### src/sv/weekly_alarm_table_matcher_assert.svh
// Assertion macros shared by the alarm matcher modules.
// Depends on nothing; included by the modules that carry assertions.
`ifndef WEEKLY_ALARM_TABLE_MATCHER_ASSERT_SVH
`define WEEKLY_ALARM_TABLE_MATCHER_ASSERT_SVH

// Same-cycle implication, disabled while reset is high.
`define WATM_ASSERT_IMPLY(label, clk, rst, ante, cons, msg) \
   label: assert property (@(posedge clk) disable iff (rst) (ante) |-> (cons)) \
      else $error(msg);

// Next-cycle implication, disabled while reset is high.
`define WATM_ASSERT_NEXT(label, clk, rst, ante, cons, msg) \
   label: assert property (@(posedge clk) disable iff (rst) (ante) |=> (cons)) \
      else $error(msg);

`endif

### src/sv/watm_pkg.sv
// Shared types, constants and helper functions of the weekly alarm matcher.
// Depends on nothing; imported by every module of the block.
package watm_pkg;

   localparam int ENTRIES      = 8;
   localparam int IDX_W        = (ENTRIES > 1) ? $clog2(ENTRIES) : 1;
   localparam int CNT_W        = $clog2(ENTRIES + 1);
   localparam int QUEUE_DEPTH  = 2;
   localparam int QPTR_W       = (QUEUE_DEPTH > 1) ? $clog2(QUEUE_DEPTH) : 1;
   localparam int QCNT_W       = $clog2(QUEUE_DEPTH + 1);

   localparam int MINUTES_PER_HOUR   = 60;
   localparam int PRIOR_MINUTE_RESET = 61;
   localparam int DAY_BASE_RECUR     = 8;
   localparam int DAY_BASE_ONCE      = 7;
   localparam int DAY_LAST_BIT       = 7;

   typedef enum logic [1:0] {
      REQ_TICK = 2'd0,
      REQ_SET  = 2'd1,
      REQ_KILL = 2'd2,
      REQ_NONE = 2'd3
   } req_kind_type;

   typedef enum logic [1:0] {
      CMD_SCAN = 2'd0,
      CMD_SET  = 2'd1,
      CMD_KILL = 2'd2
   } cmd_op_type;

   // One classified word passed from the front to the back. The minute
   // field holds the alarm minute for a set and the current minute of the
   // day for a scan.
   typedef struct packed {
      cmd_op_type  op;
      logic [2:0]  index;
      logic        enable;
      logic [10:0] minute;
      logic        recurring;
      logic [7:0]  days;
      logic        notify;
      logic [2:0]  wday;
   } cmd_type;

   typedef struct packed {
      logic [2:0] index;
      logic       last;
   } result_type;

   // Weekday test: recurring entries look at bit (8 - weekday), one-shot
   // entries at bit (7 - weekday); a position past the top bit reads zero.
   function automatic logic day_hit(logic [7:0] days, logic [2:0] wday,
                                    logic recurring);
      logic [3:0] pos;
      pos = recurring ? (4'(DAY_BASE_RECUR) - 4'(wday))
                      : (4'(DAY_BASE_ONCE) - 4'(wday));
      day_hit = (pos > 4'(DAY_LAST_BIT)) ? 1'b0 : days[pos[2:0]];
   endfunction

endpackage

### src/sv/watm_front.sv
// Request front end: decodes requests, filters invalid and repeated ticks.
// Depends on watm_pkg; feeds watm_cmd_queue.
module watm_front import watm_pkg::*; (
   input  logic        clock,
   input  logic        reset,
   input  logic        push,
   input  logic        queue_full,
   input  logic [1:0]  req_type,
   input  logic [2:0]  req_entry_index,
   input  logic        req_enable_in,
   input  logic [10:0] req_alarm_minute,
   input  logic        req_recurring_in,
   input  logic [7:0]  req_day_mask,
   input  logic        req_notify_in,
   input  logic [11:0] req_clock_year,
   input  logic [2:0]  req_clock_weekday,
   input  logic [4:0]  req_clock_hour,
   input  logic [5:0]  req_clock_minute,
   output logic        cmd_valid,
   output cmd_type     cmd
);

   logic [5:0]   prior_minute_ff, prior_minute_in;
   logic         accept;
   logic         tick_live;
   logic [10:0]  now_of_day;
   req_kind_type kind;

   assign accept     = push && !queue_full;
   assign kind       = req_kind_type'(req_type);
   assign tick_live  = (req_clock_year != 12'd0) && (req_clock_minute != prior_minute_ff);
   assign now_of_day = 11'(req_clock_hour) * 11'(MINUTES_PER_HOUR) + 11'(req_clock_minute);

   always_comb begin
      prior_minute_in = prior_minute_ff;
      cmd_valid       = 1'b0;
      cmd.op          = CMD_SCAN;
      cmd.index       = req_entry_index;
      cmd.enable      = req_enable_in;
      cmd.minute      = req_alarm_minute;
      cmd.recurring   = req_recurring_in;
      cmd.days        = req_day_mask;
      cmd.notify      = req_notify_in;
      cmd.wday        = req_clock_weekday;
      unique case (kind)
         REQ_TICK: begin
            cmd.minute = now_of_day;
            if (accept && tick_live) begin
               cmd_valid       = 1'b1;
               prior_minute_in = req_clock_minute;
            end
         end
         REQ_SET: begin
            cmd.op    = CMD_SET;
            cmd_valid = accept;
         end
         REQ_KILL: begin
            cmd.op    = CMD_KILL;
            cmd_valid = accept;
         end
         default: begin
            cmd_valid = 1'b0;
         end
      endcase
   end

   always_ff @(posedge clock) begin
      if (reset) begin
         prior_minute_ff <= 6'(PRIOR_MINUTE_RESET);
      end else begin
         prior_minute_ff <= prior_minute_in;
      end
   end

endmodule

### src/sv/watm_cmd_queue.sv
// Short command queue between the front end and the table back end.
// Depends on watm_pkg and the assertion macro header.
`include "weekly_alarm_table_matcher_assert.svh"
module watm_cmd_queue import watm_pkg::*; (
   input  logic    clock,
   input  logic    reset,
   input  logic    wr_valid,
   input  cmd_type wr_cmd,
   output logic    full,
   input  logic    rd_pop,
   output cmd_type rd_cmd,
   output logic    empty
);

   cmd_type            mem_ff [QUEUE_DEPTH];
   logic [QPTR_W-1:0]  wr_ptr_ff, wr_ptr_in;
   logic [QPTR_W-1:0]  rd_ptr_ff, rd_ptr_in;
   logic [QCNT_W-1:0]  count_ff, count_in;
   logic               do_wr, do_rd;

   assign full   = (count_ff == QCNT_W'(QUEUE_DEPTH));
   assign empty  = (count_ff == '0);
   assign do_wr  = wr_valid && !full;
   assign do_rd  = rd_pop && !empty;
   assign rd_cmd = mem_ff[rd_ptr_ff];

   always_comb begin
      wr_ptr_in = wr_ptr_ff;
      rd_ptr_in = rd_ptr_ff;
      count_in  = count_ff;
      if (do_wr) begin
         wr_ptr_in = (32'(wr_ptr_ff) == QUEUE_DEPTH - 1) ? '0 : wr_ptr_ff + 1'b1;
      end
      if (do_rd) begin
         rd_ptr_in = (32'(rd_ptr_ff) == QUEUE_DEPTH - 1) ? '0 : rd_ptr_ff + 1'b1;
      end
      if (do_wr && !do_rd) begin
         count_in = count_ff + 1'b1;
      end else if (do_rd && !do_wr) begin
         count_in = count_ff - 1'b1;
      end
   end

   always_ff @(posedge clock) begin
      if (reset) begin
         wr_ptr_ff <= '0;
         rd_ptr_ff <= '0;
         count_ff  <= '0;
      end else begin
         wr_ptr_ff <= wr_ptr_in;
         rd_ptr_ff <= rd_ptr_in;
         count_ff  <= count_in;
      end
   end

   always_ff @(posedge clock) begin
      if (do_wr) begin
         mem_ff[wr_ptr_ff] <= wr_cmd;
      end
   end

   `WATM_ASSERT_IMPLY(a_cq_count_bound, clock, reset, 1'b1, count_ff <= QCNT_W'(QUEUE_DEPTH), "command queue count out of range")
   `WATM_ASSERT_IMPLY(a_cq_no_overrun, clock, reset, wr_valid, !full, "command written into a full queue")
   `WATM_ASSERT_NEXT(a_cq_fill, clock, reset, do_wr && !do_rd && count_ff == QCNT_W'(QUEUE_DEPTH - 1), full, "queue did not report full after last free slot was taken")

endmodule

### src/sv/watm_back.sv
// Table back end: holds the alarm entries, runs set, kill and scan
// commands, and queues the fired indexes. Depends on watm_pkg and the
// assertion macro header.
`include "weekly_alarm_table_matcher_assert.svh"
module watm_back import watm_pkg::*; (
   input  logic       clock,
   input  logic       reset,
   input  logic [3:0] entries_in_use,
   input  logic       cmd_empty,
   input  cmd_type    cmd,
   output logic       cmd_pop,
   input  logic       pop,
   output logic       empty,
   output logic [2:0] rsp_fired_index,
   output logic       rsp_last_fire
);

   typedef enum logic [2:0] {
      ST_IDLE  = 3'b001,
      ST_SCAN  = 3'b010,
      ST_FLUSH = 3'b100
   } state_type;

   state_type         state_ff, state_in;
   logic [IDX_W-1:0]  scan_idx_ff, scan_idx_in;
   logic [CNT_W-1:0]  limit_ff, limit_in;
   logic [10:0]       now_ff, now_in;
   logic [2:0]        wday_ff, wday_in;
   logic              pend_valid_ff, pend_valid_in;
   logic [IDX_W-1:0]  pend_idx_ff, pend_idx_in;

   logic              enable_ff    [ENTRIES];
   logic [10:0]       minute_ff    [ENTRIES];
   logic              recurring_ff [ENTRIES];
   logic [7:0]        days_ff      [ENTRIES];
   logic              notify_ff    [ENTRIES];

   result_type        res_mem_ff [QUEUE_DEPTH];
   logic [QPTR_W-1:0] res_wr_ff, res_wr_in;
   logic [QPTR_W-1:0] res_rd_ff, res_rd_in;
   logic [QCNT_W-1:0] res_cnt_ff, res_cnt_in;
   logic              res_full, res_push, res_pop;
   result_type        res_data;

   logic              tbl_set, tbl_kill, tbl_disarm;
   logic              idx_ok;
   logic [IDX_W-1:0]  cmd_idx;
   logic [CNT_W-1:0]  cfg_limit;
   logic              cur_hit, emit, stall, at_last;

   assign cmd_idx   = IDX_W'(cmd.index);
   assign idx_ok    = (32'(cmd.index) < ENTRIES);
   assign cfg_limit = (32'(entries_in_use) > ENTRIES) ? CNT_W'(ENTRIES)
                                                      : CNT_W'(entries_in_use);

   assign cur_hit = enable_ff[scan_idx_ff] && (minute_ff[scan_idx_ff] == now_ff) &&
                    day_hit(days_ff[scan_idx_ff], wday_ff, recurring_ff[scan_idx_ff]);
   assign emit    = cur_hit && notify_ff[scan_idx_ff];
   assign res_full = (res_cnt_ff == QCNT_W'(QUEUE_DEPTH));
   assign stall   = emit && pend_valid_ff && res_full;
   assign at_last = (CNT_W'(scan_idx_ff) == limit_ff - CNT_W'(1));

   always_comb begin
      state_in      = state_ff;
      scan_idx_in   = scan_idx_ff;
      limit_in      = limit_ff;
      now_in        = now_ff;
      wday_in       = wday_ff;
      pend_valid_in = pend_valid_ff;
      pend_idx_in   = pend_idx_ff;
      cmd_pop       = 1'b0;
      tbl_set       = 1'b0;
      tbl_kill      = 1'b0;
      tbl_disarm    = 1'b0;
      res_push      = 1'b0;
      res_data.index = 3'(pend_idx_ff);
      res_data.last  = 1'b0;
      unique case (state_ff)
         ST_IDLE: begin
            if (!cmd_empty) begin
               cmd_pop = 1'b1;
               unique case (cmd.op)
                  CMD_SET:  tbl_set  = idx_ok;
                  CMD_KILL: tbl_kill = idx_ok;
                  CMD_SCAN: begin
                     if (cfg_limit != '0) begin
                        state_in    = ST_SCAN;
                        scan_idx_in = '0;
                        limit_in    = cfg_limit;
                        now_in      = cmd.minute;
                        wday_in     = cmd.wday;
                     end
                  end
                  default: ;
               endcase
            end
         end
         ST_SCAN: begin
            if (!stall) begin
               tbl_disarm = cur_hit && !recurring_ff[scan_idx_ff];
               if (emit) begin
                  res_push      = pend_valid_ff;
                  pend_idx_in   = scan_idx_ff;
                  pend_valid_in = 1'b1;
               end
               if (at_last) begin
                  state_in = ST_FLUSH;
               end else begin
                  scan_idx_in = scan_idx_ff + 1'b1;
               end
            end
         end
         ST_FLUSH: begin
            if (!pend_valid_ff) begin
               state_in = ST_IDLE;
            end else if (!res_full) begin
               res_push      = 1'b1;
               res_data.last = 1'b1;
               pend_valid_in = 1'b0;
               state_in      = ST_IDLE;
            end
         end
         default: state_in = ST_IDLE;
      endcase
   end

   // Result queue bookkeeping.
   assign empty           = (res_cnt_ff == '0);
   assign res_pop         = pop && !empty;
   assign rsp_fired_index = res_mem_ff[res_rd_ff].index;
   assign rsp_last_fire   = res_mem_ff[res_rd_ff].last;

   always_comb begin
      res_wr_in  = res_wr_ff;
      res_rd_in  = res_rd_ff;
      res_cnt_in = res_cnt_ff;
      if (res_push) begin
         res_wr_in = (32'(res_wr_ff) == QUEUE_DEPTH - 1) ? '0 : res_wr_ff + 1'b1;
      end
      if (res_pop) begin
         res_rd_in = (32'(res_rd_ff) == QUEUE_DEPTH - 1) ? '0 : res_rd_ff + 1'b1;
      end
      if (res_push && !res_pop) begin
         res_cnt_in = res_cnt_ff + 1'b1;
      end else if (res_pop && !res_push) begin
         res_cnt_in = res_cnt_ff - 1'b1;
      end
   end

   always_ff @(posedge clock) begin
      if (reset) begin
         state_ff      <= ST_IDLE;
         pend_valid_ff <= 1'b0;
         res_wr_ff     <= '0;
         res_rd_ff     <= '0;
         res_cnt_ff    <= '0;
      end else begin
         state_ff      <= state_in;
         pend_valid_ff <= pend_valid_in;
         res_wr_ff     <= res_wr_in;
         res_rd_ff     <= res_rd_in;
         res_cnt_ff    <= res_cnt_in;
      end
   end

   always_ff @(posedge clock) begin
      scan_idx_ff <= scan_idx_in;
      limit_ff    <= limit_in;
      now_ff      <= now_in;
      wday_ff     <= wday_in;
      pend_idx_ff <= pend_idx_in;
      if (res_push) begin
         res_mem_ff[res_wr_ff] <= res_data;
      end
   end

   // Enable bits are the only table state that reset clears; the other
   // fields are always written together with the enable bit.
   always_ff @(posedge clock) begin
      if (reset) begin
         for (int i = 0; i < ENTRIES; i++) begin
            enable_ff[i] <= 1'b0;
         end
      end else if (tbl_set) begin
         enable_ff[cmd_idx] <= cmd.enable;
      end else if (tbl_kill) begin
         enable_ff[cmd_idx] <= 1'b0;
      end else if (tbl_disarm) begin
         enable_ff[scan_idx_ff] <= 1'b0;
      end
   end

   always_ff @(posedge clock) begin
      if (tbl_set) begin
         minute_ff[cmd_idx]    <= cmd.minute;
         recurring_ff[cmd_idx] <= cmd.recurring;
         days_ff[cmd_idx]      <= cmd.days;
         notify_ff[cmd_idx]    <= cmd.notify;
      end
   end

   `WATM_ASSERT_IMPLY(a_bk_res_bound, clock, reset, 1'b1, res_cnt_ff <= QCNT_W'(QUEUE_DEPTH), "result queue count out of range")
   `WATM_ASSERT_IMPLY(a_bk_scan_range, clock, reset, state_ff == ST_SCAN, CNT_W'(scan_idx_ff) < limit_ff, "scan index beyond scan limit")
   `WATM_ASSERT_IMPLY(a_bk_idle_clean, clock, reset, state_ff == ST_IDLE, !pend_valid_ff, "held result left over after a scan")
   `WATM_ASSERT_NEXT(a_bk_flush_done, clock, reset, state_ff == ST_FLUSH && !(pend_valid_ff && res_full), state_ff == ST_IDLE, "flush did not return to idle")

endmodule

### src/sv/weekly_alarm_table_matcher.sv
// Top level of the weekly alarm table matcher: front end, command queue,
// table back end and the scan-length register. Depends on watm_pkg,
// watm_front, watm_cmd_queue and watm_back.
//
//   Channel   Handshake            Carries
//   req       push / full          one request word (tick, set or kill)
//   rsp       pop / empty          one fired entry index with its last marker
//   csr       valid / ready        the entries_in_use scan length
//
// A set or kill word is carried out by the back end once it reaches the
// head of the command queue. A tick that passes the year and repeated-minute
// filter is issued, then scans each entry in turn up to the smaller of
// entries_in_use and the table depth, and ends with a closing step. With a
// scan length of zero it is only issued. A tick that is filtered out
// never reaches the back end. The scan stalls when a notifying entry finds
// the two-word result queue full while a word is already held back for its
// last marker, and the closing step waits for room in that queue. Reset is
// synchronous and clears every enable bit at once; no clearing pass follows
// it. The csr channel is always ready.
module weekly_alarm_table_matcher import watm_pkg::*; (
   input  logic        clock,
   input  logic        reset,

   input  logic        push,
   output logic        full,
   input  logic [1:0]  req_type,
   input  logic [2:0]  req_entry_index,
   input  logic        req_enable_in,
   input  logic [10:0] req_alarm_minute,
   input  logic        req_recurring_in,
   input  logic [7:0]  req_day_mask,
   input  logic        req_notify_in,
   input  logic [11:0] req_clock_year,
   input  logic [2:0]  req_clock_weekday,
   input  logic [4:0]  req_clock_hour,
   input  logic [5:0]  req_clock_minute,

   input  logic        pop,
   output logic        empty,
   output logic [2:0]  rsp_fired_index,
   output logic        rsp_last_fire,

   input  logic        valid,
   output logic        ready,
   input  logic [3:0]  csr_entries_in_use
);

   logic [3:0] entries_reg_ff, entries_reg_in;

   logic       front_valid;
   cmd_type    front_cmd;
   logic       q_full, q_empty, q_pop;
   cmd_type    q_cmd;

   // The configuration register is always writable; the user must write it
   // only while the block is idle, which the block does not enforce.
   assign ready = 1'b1;
   assign full  = q_full;

   always_comb begin
      entries_reg_in = entries_reg_ff;
      if (valid && ready) begin
         entries_reg_in = csr_entries_in_use;
      end
   end

   always_ff @(posedge clock) begin
      if (reset) begin
         entries_reg_ff <= '0;
      end else begin
         entries_reg_ff <= entries_reg_in;
      end
   end

   // The front end decodes each accepted word and drops ticks that carry
   // no valid clock or repeat the last minute seen.
   watm_front u_front (
      .clock             (clock),
      .reset             (reset),
      .push              (push),
      .queue_full        (q_full),
      .req_type          (req_type),
      .req_entry_index   (req_entry_index),
      .req_enable_in     (req_enable_in),
      .req_alarm_minute  (req_alarm_minute),
      .req_recurring_in  (req_recurring_in),
      .req_day_mask      (req_day_mask),
      .req_notify_in     (req_notify_in),
      .req_clock_year    (req_clock_year),
      .req_clock_weekday (req_clock_weekday),
      .req_clock_hour    (req_clock_hour),
      .req_clock_minute  (req_clock_minute),
      .cmd_valid         (front_valid),
      .cmd               (front_cmd)
   );

   // The queue lets the front keep accepting while a scan is in progress.
   watm_cmd_queue u_cmd_queue (
      .clock    (clock),
      .reset    (reset),
      .wr_valid (front_valid),
      .wr_cmd   (front_cmd),
      .full     (q_full),
      .rd_pop   (q_pop),
      .rd_cmd   (q_cmd),
      .empty    (q_empty)
   );

   // The back end owns the table, walking it one entry per cycle unless stalled.
   watm_back u_back (
      .clock           (clock),
      .reset           (reset),
      .entries_in_use  (entries_reg_ff),
      .cmd_empty       (q_empty),
      .cmd             (q_cmd),
      .cmd_pop         (q_pop),
      .pop             (pop),
      .empty           (empty),
      .rsp_fired_index (rsp_fired_index),
      .rsp_last_fire   (rsp_last_fire)
   );

endmodule
### config.mk
export PLATFORM = sky130hd
export DESIGN_NAME = weekly_alarm_table_matcher
export DESIGN_NICKNAME = d
export VERILOG_FILES = /design/src/sv/watm_pkg.sv /design/src/sv/watm_front.sv /design/src/sv/watm_cmd_queue.sv /design/src/sv/watm_back.sv /design/src/sv/weekly_alarm_table_matcher.sv
export VERILOG_INCLUDE_DIRS = /design/src /design/src/sv
export SDC_FILE = /design/constraint.sdc
export NUM_CORES = 1
export LEC_CHECK = 0
export ABC_AREA = 1
export BUFFER_PORTS_ARGS = -buffer_cell sky130_fd_sc_hd__clkbuf_2
export CORE_ASPECT_RATIO = 1.5
export CORE_MARGIN = 1
export CORE_UTILIZATION = 30
export DETAILED_ROUTE_END_ITERATION = 7
export SYNTH_ARGS = -nofsm -noshare
export SYNTH_HDL_FRONTEND = slang
export SYNTH_SLANG_ARGS = --single-unit
### constraint.sdc
create_clock -name clock -period 3.1 [get_ports clock]
set_input_delay 0.31 -clock clock [delete_from_list [all_inputs] [get_ports clock]]
set_output_delay 0.31 -clock clock [all_outputs]
set_load 0.01 [all_outputs]
==> After elaboration in Yosys (flattened, before gate mapping) <==
Memories as Yosys holds them, arrays and structs flattened. A register that Yosys moved wholly into a read port is not among the register bits.
Cells that the tools add are included.
{ "op_classes": {"mux": 87, "n_reduce_logical": 43, "n_mul": 1, "magnitude_cmp": 3, "n_bitwise": 3, "n_addsub": 13, "n_eq_ne": 20} }
{ "ops": {"columns": ["cell", "n"], "rows": [
  ["$mux W3", 19],
  ["$mux W1", 54],
  ["$logic_and A1 B1 Y1", 16],
  ["$reduce_and A6 Y1", 2],
  ["$reduce_bool A12 Y1", 1],
  ["$add A11 B6 Y11", 1],
  ["$eq A11 B11 Y1", 1],
  ["$mux W11", 1],
  ["$mul A5 B4 Y9 const B", 1],
  ["$pmux W3 S3", 1],
  ["$eq A2 B2 Y1 const B", 4],
  ["$logic_not A1 Y1", 8],
  ["$logic_not A2 Y1", 4],
  ["$mux W2", 4],
  ["$mux W4", 2],
  ["$ne A2 B2 Y1 const B", 4],
  ["$reduce_bool A2 Y1", 4],
  ["$ne A2 B1 Y1 const B", 3],
  ["$ne A6 B6 Y1", 1],
  ["$pmux W1 S2", 3],
  ["$pmux W3 S2", 1],
  ["$reduce_and A3 Y1", 2],
  ["$add A1 B1 Y1 const B", 4],
  ["$add A2 B1 Y2 const B", 2],
  ["other kinds (23)", 27]
]} }
{ "word_totals": {"out_inout_bits": 7, "mem_bits_rw": 244, "register_bits": 46, "mem_count": 7, "elab_cells": 192} }
{ "memory_table": {"columns": ["memory", "words", "width", "rd", "rd_clocked_by_memory_dff", "wr", "line", "source"], "rows": [
  ["u_back.minute_ff", 8, 11, 1, 1, 1, "watm_back.sv:33", "logic [10:0] minute_ff [ENTRIES];"],
  ["u_back.days_ff", 8, 8, 1, 1, 1, "watm_back.sv:35", "logic [7:0] days_ff [ENTRIES];"],
  ["u_cmd_queue.mem_ff", 2, 30, 1, 1, 1, "watm_cmd_queue.sv:15", "cmd_type mem_ff [QUEUE_DEPTH];"],
  ["u_back.enable_ff", 8, 1, 1, 1, 8, "watm_back.sv:32", "logic enable_ff [ENTRIES];"],
  ["u_back.notify_ff", 8, 1, 1, 1, 1, "watm_back.sv:36", "logic notify_ff [ENTRIES];"],
  ["u_back.recurring_ff", 8, 1, 1, 1, 1, "watm_back.sv:34", "logic recurring_ff [ENTRIES];"],
  ["1 more memories", null, null, null, null, null, null, null]
]} }

==> Logic depth before layout (Yosys ltp) <==
{ "depth": {"ltp_word": 18, "depth_mapped": 25, "depth_no_buf": 23} }

==> By module <==
From an unflattened synthesis, not the netlist that was laid out.
{ "hier_totals": {"cells_unflattened": 1328, "area_unflattened_um2": 13864.5} }
{ "by_module_without_submodules": {"columns": ["mod", "area_per_inst_um2", "cells_per_inst", "instances"], "rows": [
  ["watm_back", 9713.1, 941, 1],
  ["watm_cmd_queue", 2414.8, 130, 1],
  ["watm_front", 1552.7, 229, 1],
  ["weekly_alarm_table_matcher", 183.9, 28, 1]
]} }

==> Worst setup path before layout <==
No wires, ideal clock.
{ "synth_path": {"path_type": "input port to flip-flop", "startpoint": "input port req_clock_hour[0]", "endpoint": "memory u_cmd_queue.mem_ff[0][23] (netlist bit) (data pin)", "slack_ns": -0.336, "cell_stages": 13, "setup_time_ns": 0.270, "arrival_time_ns": 3.166, "path_cell_list": "fa_1 inv_1 fa_1 fa_1 inv_1 ha_1 inv_1 o31ai_1 inv_1 nor4_1 nand2_1 xnor2_1 o21ai_0"} }
{ "synth_lines": {"columns": ["item", "line", "source"], "rows": [
  ["start: declaration", "weekly_alarm_table_matcher.sv:35", "input logic [4:0] req_clock_hour,"],
  ["end: declaration", "watm_cmd_queue.sv:15", null]
]} }

==> flow_metrics.env <==
export IMPL_cts_buffer_depth=3
export IMPL_die_w_um=174
export IMPL_track_usage_pct=13.1
export IMPL_synthFlopType="edfxtp_1"
export IMPL_cap_viol_max_count=0
export IMPL_htreeDepth=1
export IMPL_layout_setup_ws_ps=190
export IMPL_drive_gt1_share_pct=16.0
export IMPL_numCtsBuffers=24
export IMPL_avgSynthCellArea_sq_um=10.3
export IMPL_post_route_util_pct=36.4
export IMPL_tightestPinTransition_ps=740
export IMPL_ant_nets=0
export IMPL_synth_top_cell_area_share_pct=60.3
export IMPL_path_max_fanout=3
export IMPL_clkTransAtPathRegs_ps=70
export IMPL_leakage_uw=0.00663
export IMPL_core_area_sq_um=43900
export IMPL_ys_warnings_count=0
export IMPL_slowest_delay_ps=550
export IMPL_status="finished clean"
export IMPL_synth_xor_area_share_pct=1.18
export IMPL_crit_path_end_kind="flop"
export IMPL_place_hpwl_um=20200
export IMPL_synthTopCellsByCount="nand2_1, edfxtp_1, inv_1"
export IMPL_cp_required_ps=3460
export IMPL_cp_arrival_ps=3270
export IMPL_critPathKind="input pin to flop"
export IMPL_viasPerCell=4.48
export IMPL_yosysTopAreaCell="edfxtp_1"
export IMPL_wirelength_met1_um=11500
export IMPL_syn_inst=1300
export IMPL_fin_skew_ps=13.4
export IMPL_min_period_ps=2910
export IMPL_synth_top_family_by_area="simple AND/OR/NAND/NOR gates"
export IMPL_cts_root_buf="clkbuf_16"
export IMPL_grt_pass1_wl_um=46500
export IMPL_place_area_sq_um=14900
export IMPL_final_area_sq_um=16000
export IMPL_port_buffers=67
export IMPL_synth_most_common_cell="nand2_1"
export IMPL_io_pins=69
export IMPL_num_antenna_cells=0
export IMPL_hold_path_class="input pin to flop"
export IMPL_final_net_count=1540
export IMPL_power_density_nw_per_um2=791
export IMPL_wirelength_um=29900
export IMPL_routedWlPerCell_um=14.7
export IMPL_die_h_um=260
export IMPL_crit_chain="clkbuf_2, fa_1, inv_1, fa_1, fa_1, inv_2, ha_4, buf_4, o21ai_0, a21oi_1, nand3_1, xor2_1, o21ai_0"
export IMPL_post_place_ws_ps=-518
export IMPL_syn_area_sq_um=13300
export IMPL_peakVddDrop_mv=0.569
export IMPL_antenna_found_initial=0
export IMPL_synth_nets=1395
export IMPL_synth_seq_cells=295
export IMPL_initial_core_util_pct=30.4
export IMPL_synth_compound_area_share_pct=3.20
export IMPL_cts_tree="done"
export IMPL_cp_slowest_cell="fa_1"
export IMPL_gr_total_overflow=0
export IMPL_timing_fmax_mhz=344
export IMPL_hold_viol=0
export IMPL_wl_met3_um=1100
export IMPL_slew_violations=0
export IMPL_yosysSeqAreaShare_pct=64.3
export IMPL_slew_headroom_pct=50.6
export IMPL_die_area_sq_um=45400
export IMPL_synthArstFlopShare_pct=0
export IMPL_grt_pass1_vias=8933
export IMPL_cp_start_kind="input pin"
export IMPL_met2_length_um=16200
export IMPL_via_count=9125
export IMPL_clock_latency_ps=540
export IMPL_synth_area_leaders="edfxtp_1, nand2_1, nand3_1"
export IMPL_route_detailed_drc=0
export IMPL_synthMuxAreaShare_pct=0.337
export IMPL_grt_max_degree=31
export IMPL_synth_adder_area_share_pct=3.54
export IMPL_clock_sinks=295
export IMPL_setup_viol=0
export IMPL_fin_crit_sh_pct=93.9
export IMPL_fin_tns_setup_ps=0
export IMPL_gp_congestion=0.784
export IMPL_synthSimpleGateAreaFrac_pct=20.9
export IMPL_areaGrowthSynthToFinish_pct=19.7
export IMPL_drt_iter0_drc=530
export IMPL_fp_row_count=94
export IMPL_cpMostUsedCell="fa_1"
export IMPL_highest_layer="met4"
export IMPL_synth_edff_count=268
export IMPL_whs_ps=20.0
export IMPL_synth_cell_types=40
export IMPL_rsz0062_at_grt="true"
export IMPL_first_pass_iters=5
per-stage QoR:
| step | total power, uW | instances |
|---|---|---|
| after floorplan | 7970 | 1300 |
| final | 12600 | 2038 |
| after global placement | 9400 | 1975 |
| after global routing | 13400 | 2038 |
| after CTS | 12600 | 2036 |
| after detailed placement | 9480 | 1975 |
per-layer routing:
layer / vias to the layer above / global-route usage (%)
met1: 4311 / 13.7
met5: - / 0
met3: 62 / 1.53
li1: 4562 / -
met2: 190 / 25.8
met4: 0 / 5.92
flip-flops by register name, summed over array words and instances (netlist names), 2 cells and up, named ones only:
name and count:
u_back.scan_idx_ff 3, u_cmd_queue.count_ff 2, u_back.minute_ff 88, u_back.recurring_ff 8
u_back.days_ff 64, entries_reg_ff 4, u_back.now_ff 11, u_back.res_mem_ff 8
u_back.notify_ff 8, u_back.res_cnt_ff 2, u_cmd_queue.mem_ff 60, u_back.enable_ff 8
u_back.state_ff 3, u_back.limit_ff 4, u_back.pend_idx_ff 3, u_front.prior_minute_ff 6
u_back.wday_ff 3
report_power, final:
part | switching [uW] | total, uW | internal (uW)
sequential | 170 | 5130 | 4960
combinational | 2820 | 4420 | 1600
clock | 1390 | 3070 | 1680
layout by cell type (no fill, tap or decap), types with 24 or more instances in the layout:
master / netlist / final
nand2_1: 421 / 419
inv_1: 153 / 149
nor2_1: 83 / 71
clkbuf_2: 0 / 67
ha_1: 25 / 24
buf_4: 7 / 62
dfxtp_1: 27 / 25
edfxtp_1: 268 / 268
o21ai_0: 38 / 34
nand3_1: 125 / 122
a21oi_1: 26 / 25
clkbuf_16: 0 / 26
what timing repair did:
action | in CTS | in global routing
hold buffers | 18 | 0
gates resized for setup | 4 | 22
hold endpoints to repair | 35 | 0
pin swaps | 0 | 7
buffers inserted | 0 | 1
cloned | 0 | 1
setup endpoints to repair | 2 | 16
cell type report:
type | instances | area (sq um)
multi-input cells | 804 | 4000
clock buffers | 31 | 658
inverters | 157 | 597
well taps | 576 | 721
clock inverters | 12 | 125
repair buffers | 163 | 1280
fillers | 4289 | 27900
flip-flops and latches | 295 | 8590
critical path, delay by kind of cell:
kind / cells / cell delay (ps)
AOI/OAI and AO/OA: 3 / 560
xor gates and xnor gates: 1 / 170
and+or+nand+nor: 1 / 120
adders and majority gates: 4 / 1810
buffers and inverters: 4 / 300
cells by family (layout without fill, tap and decap cells):
group	Yosys count	count (layout)
flops	295	295
buf+inv	201	363
compound gates	77	77
simple gates	671	671
other cells	1	1
fa+ha+maj	33	33
xor+xnor	18	18
mux	4	4
worst paths after layout:
| kind | cells after the start | slack (ps) | from | to |
|---|---|---|---|---|
| min | 2 | 20 | reset | u_back.state_ff[1] |
| max reg2reg | 19 | 190 | flop | u_back.enable_ff[5] |
| max | 13 | 190 | req_clock_hour[0] | u_cmd_queue.mem_ff[1][22] |
| min reg2reg | 0 | 450 | u_back.pend_idx_ff[2] | u_back.res_mem_ff[1][3] |
Power figures use the tool's default switching activity.
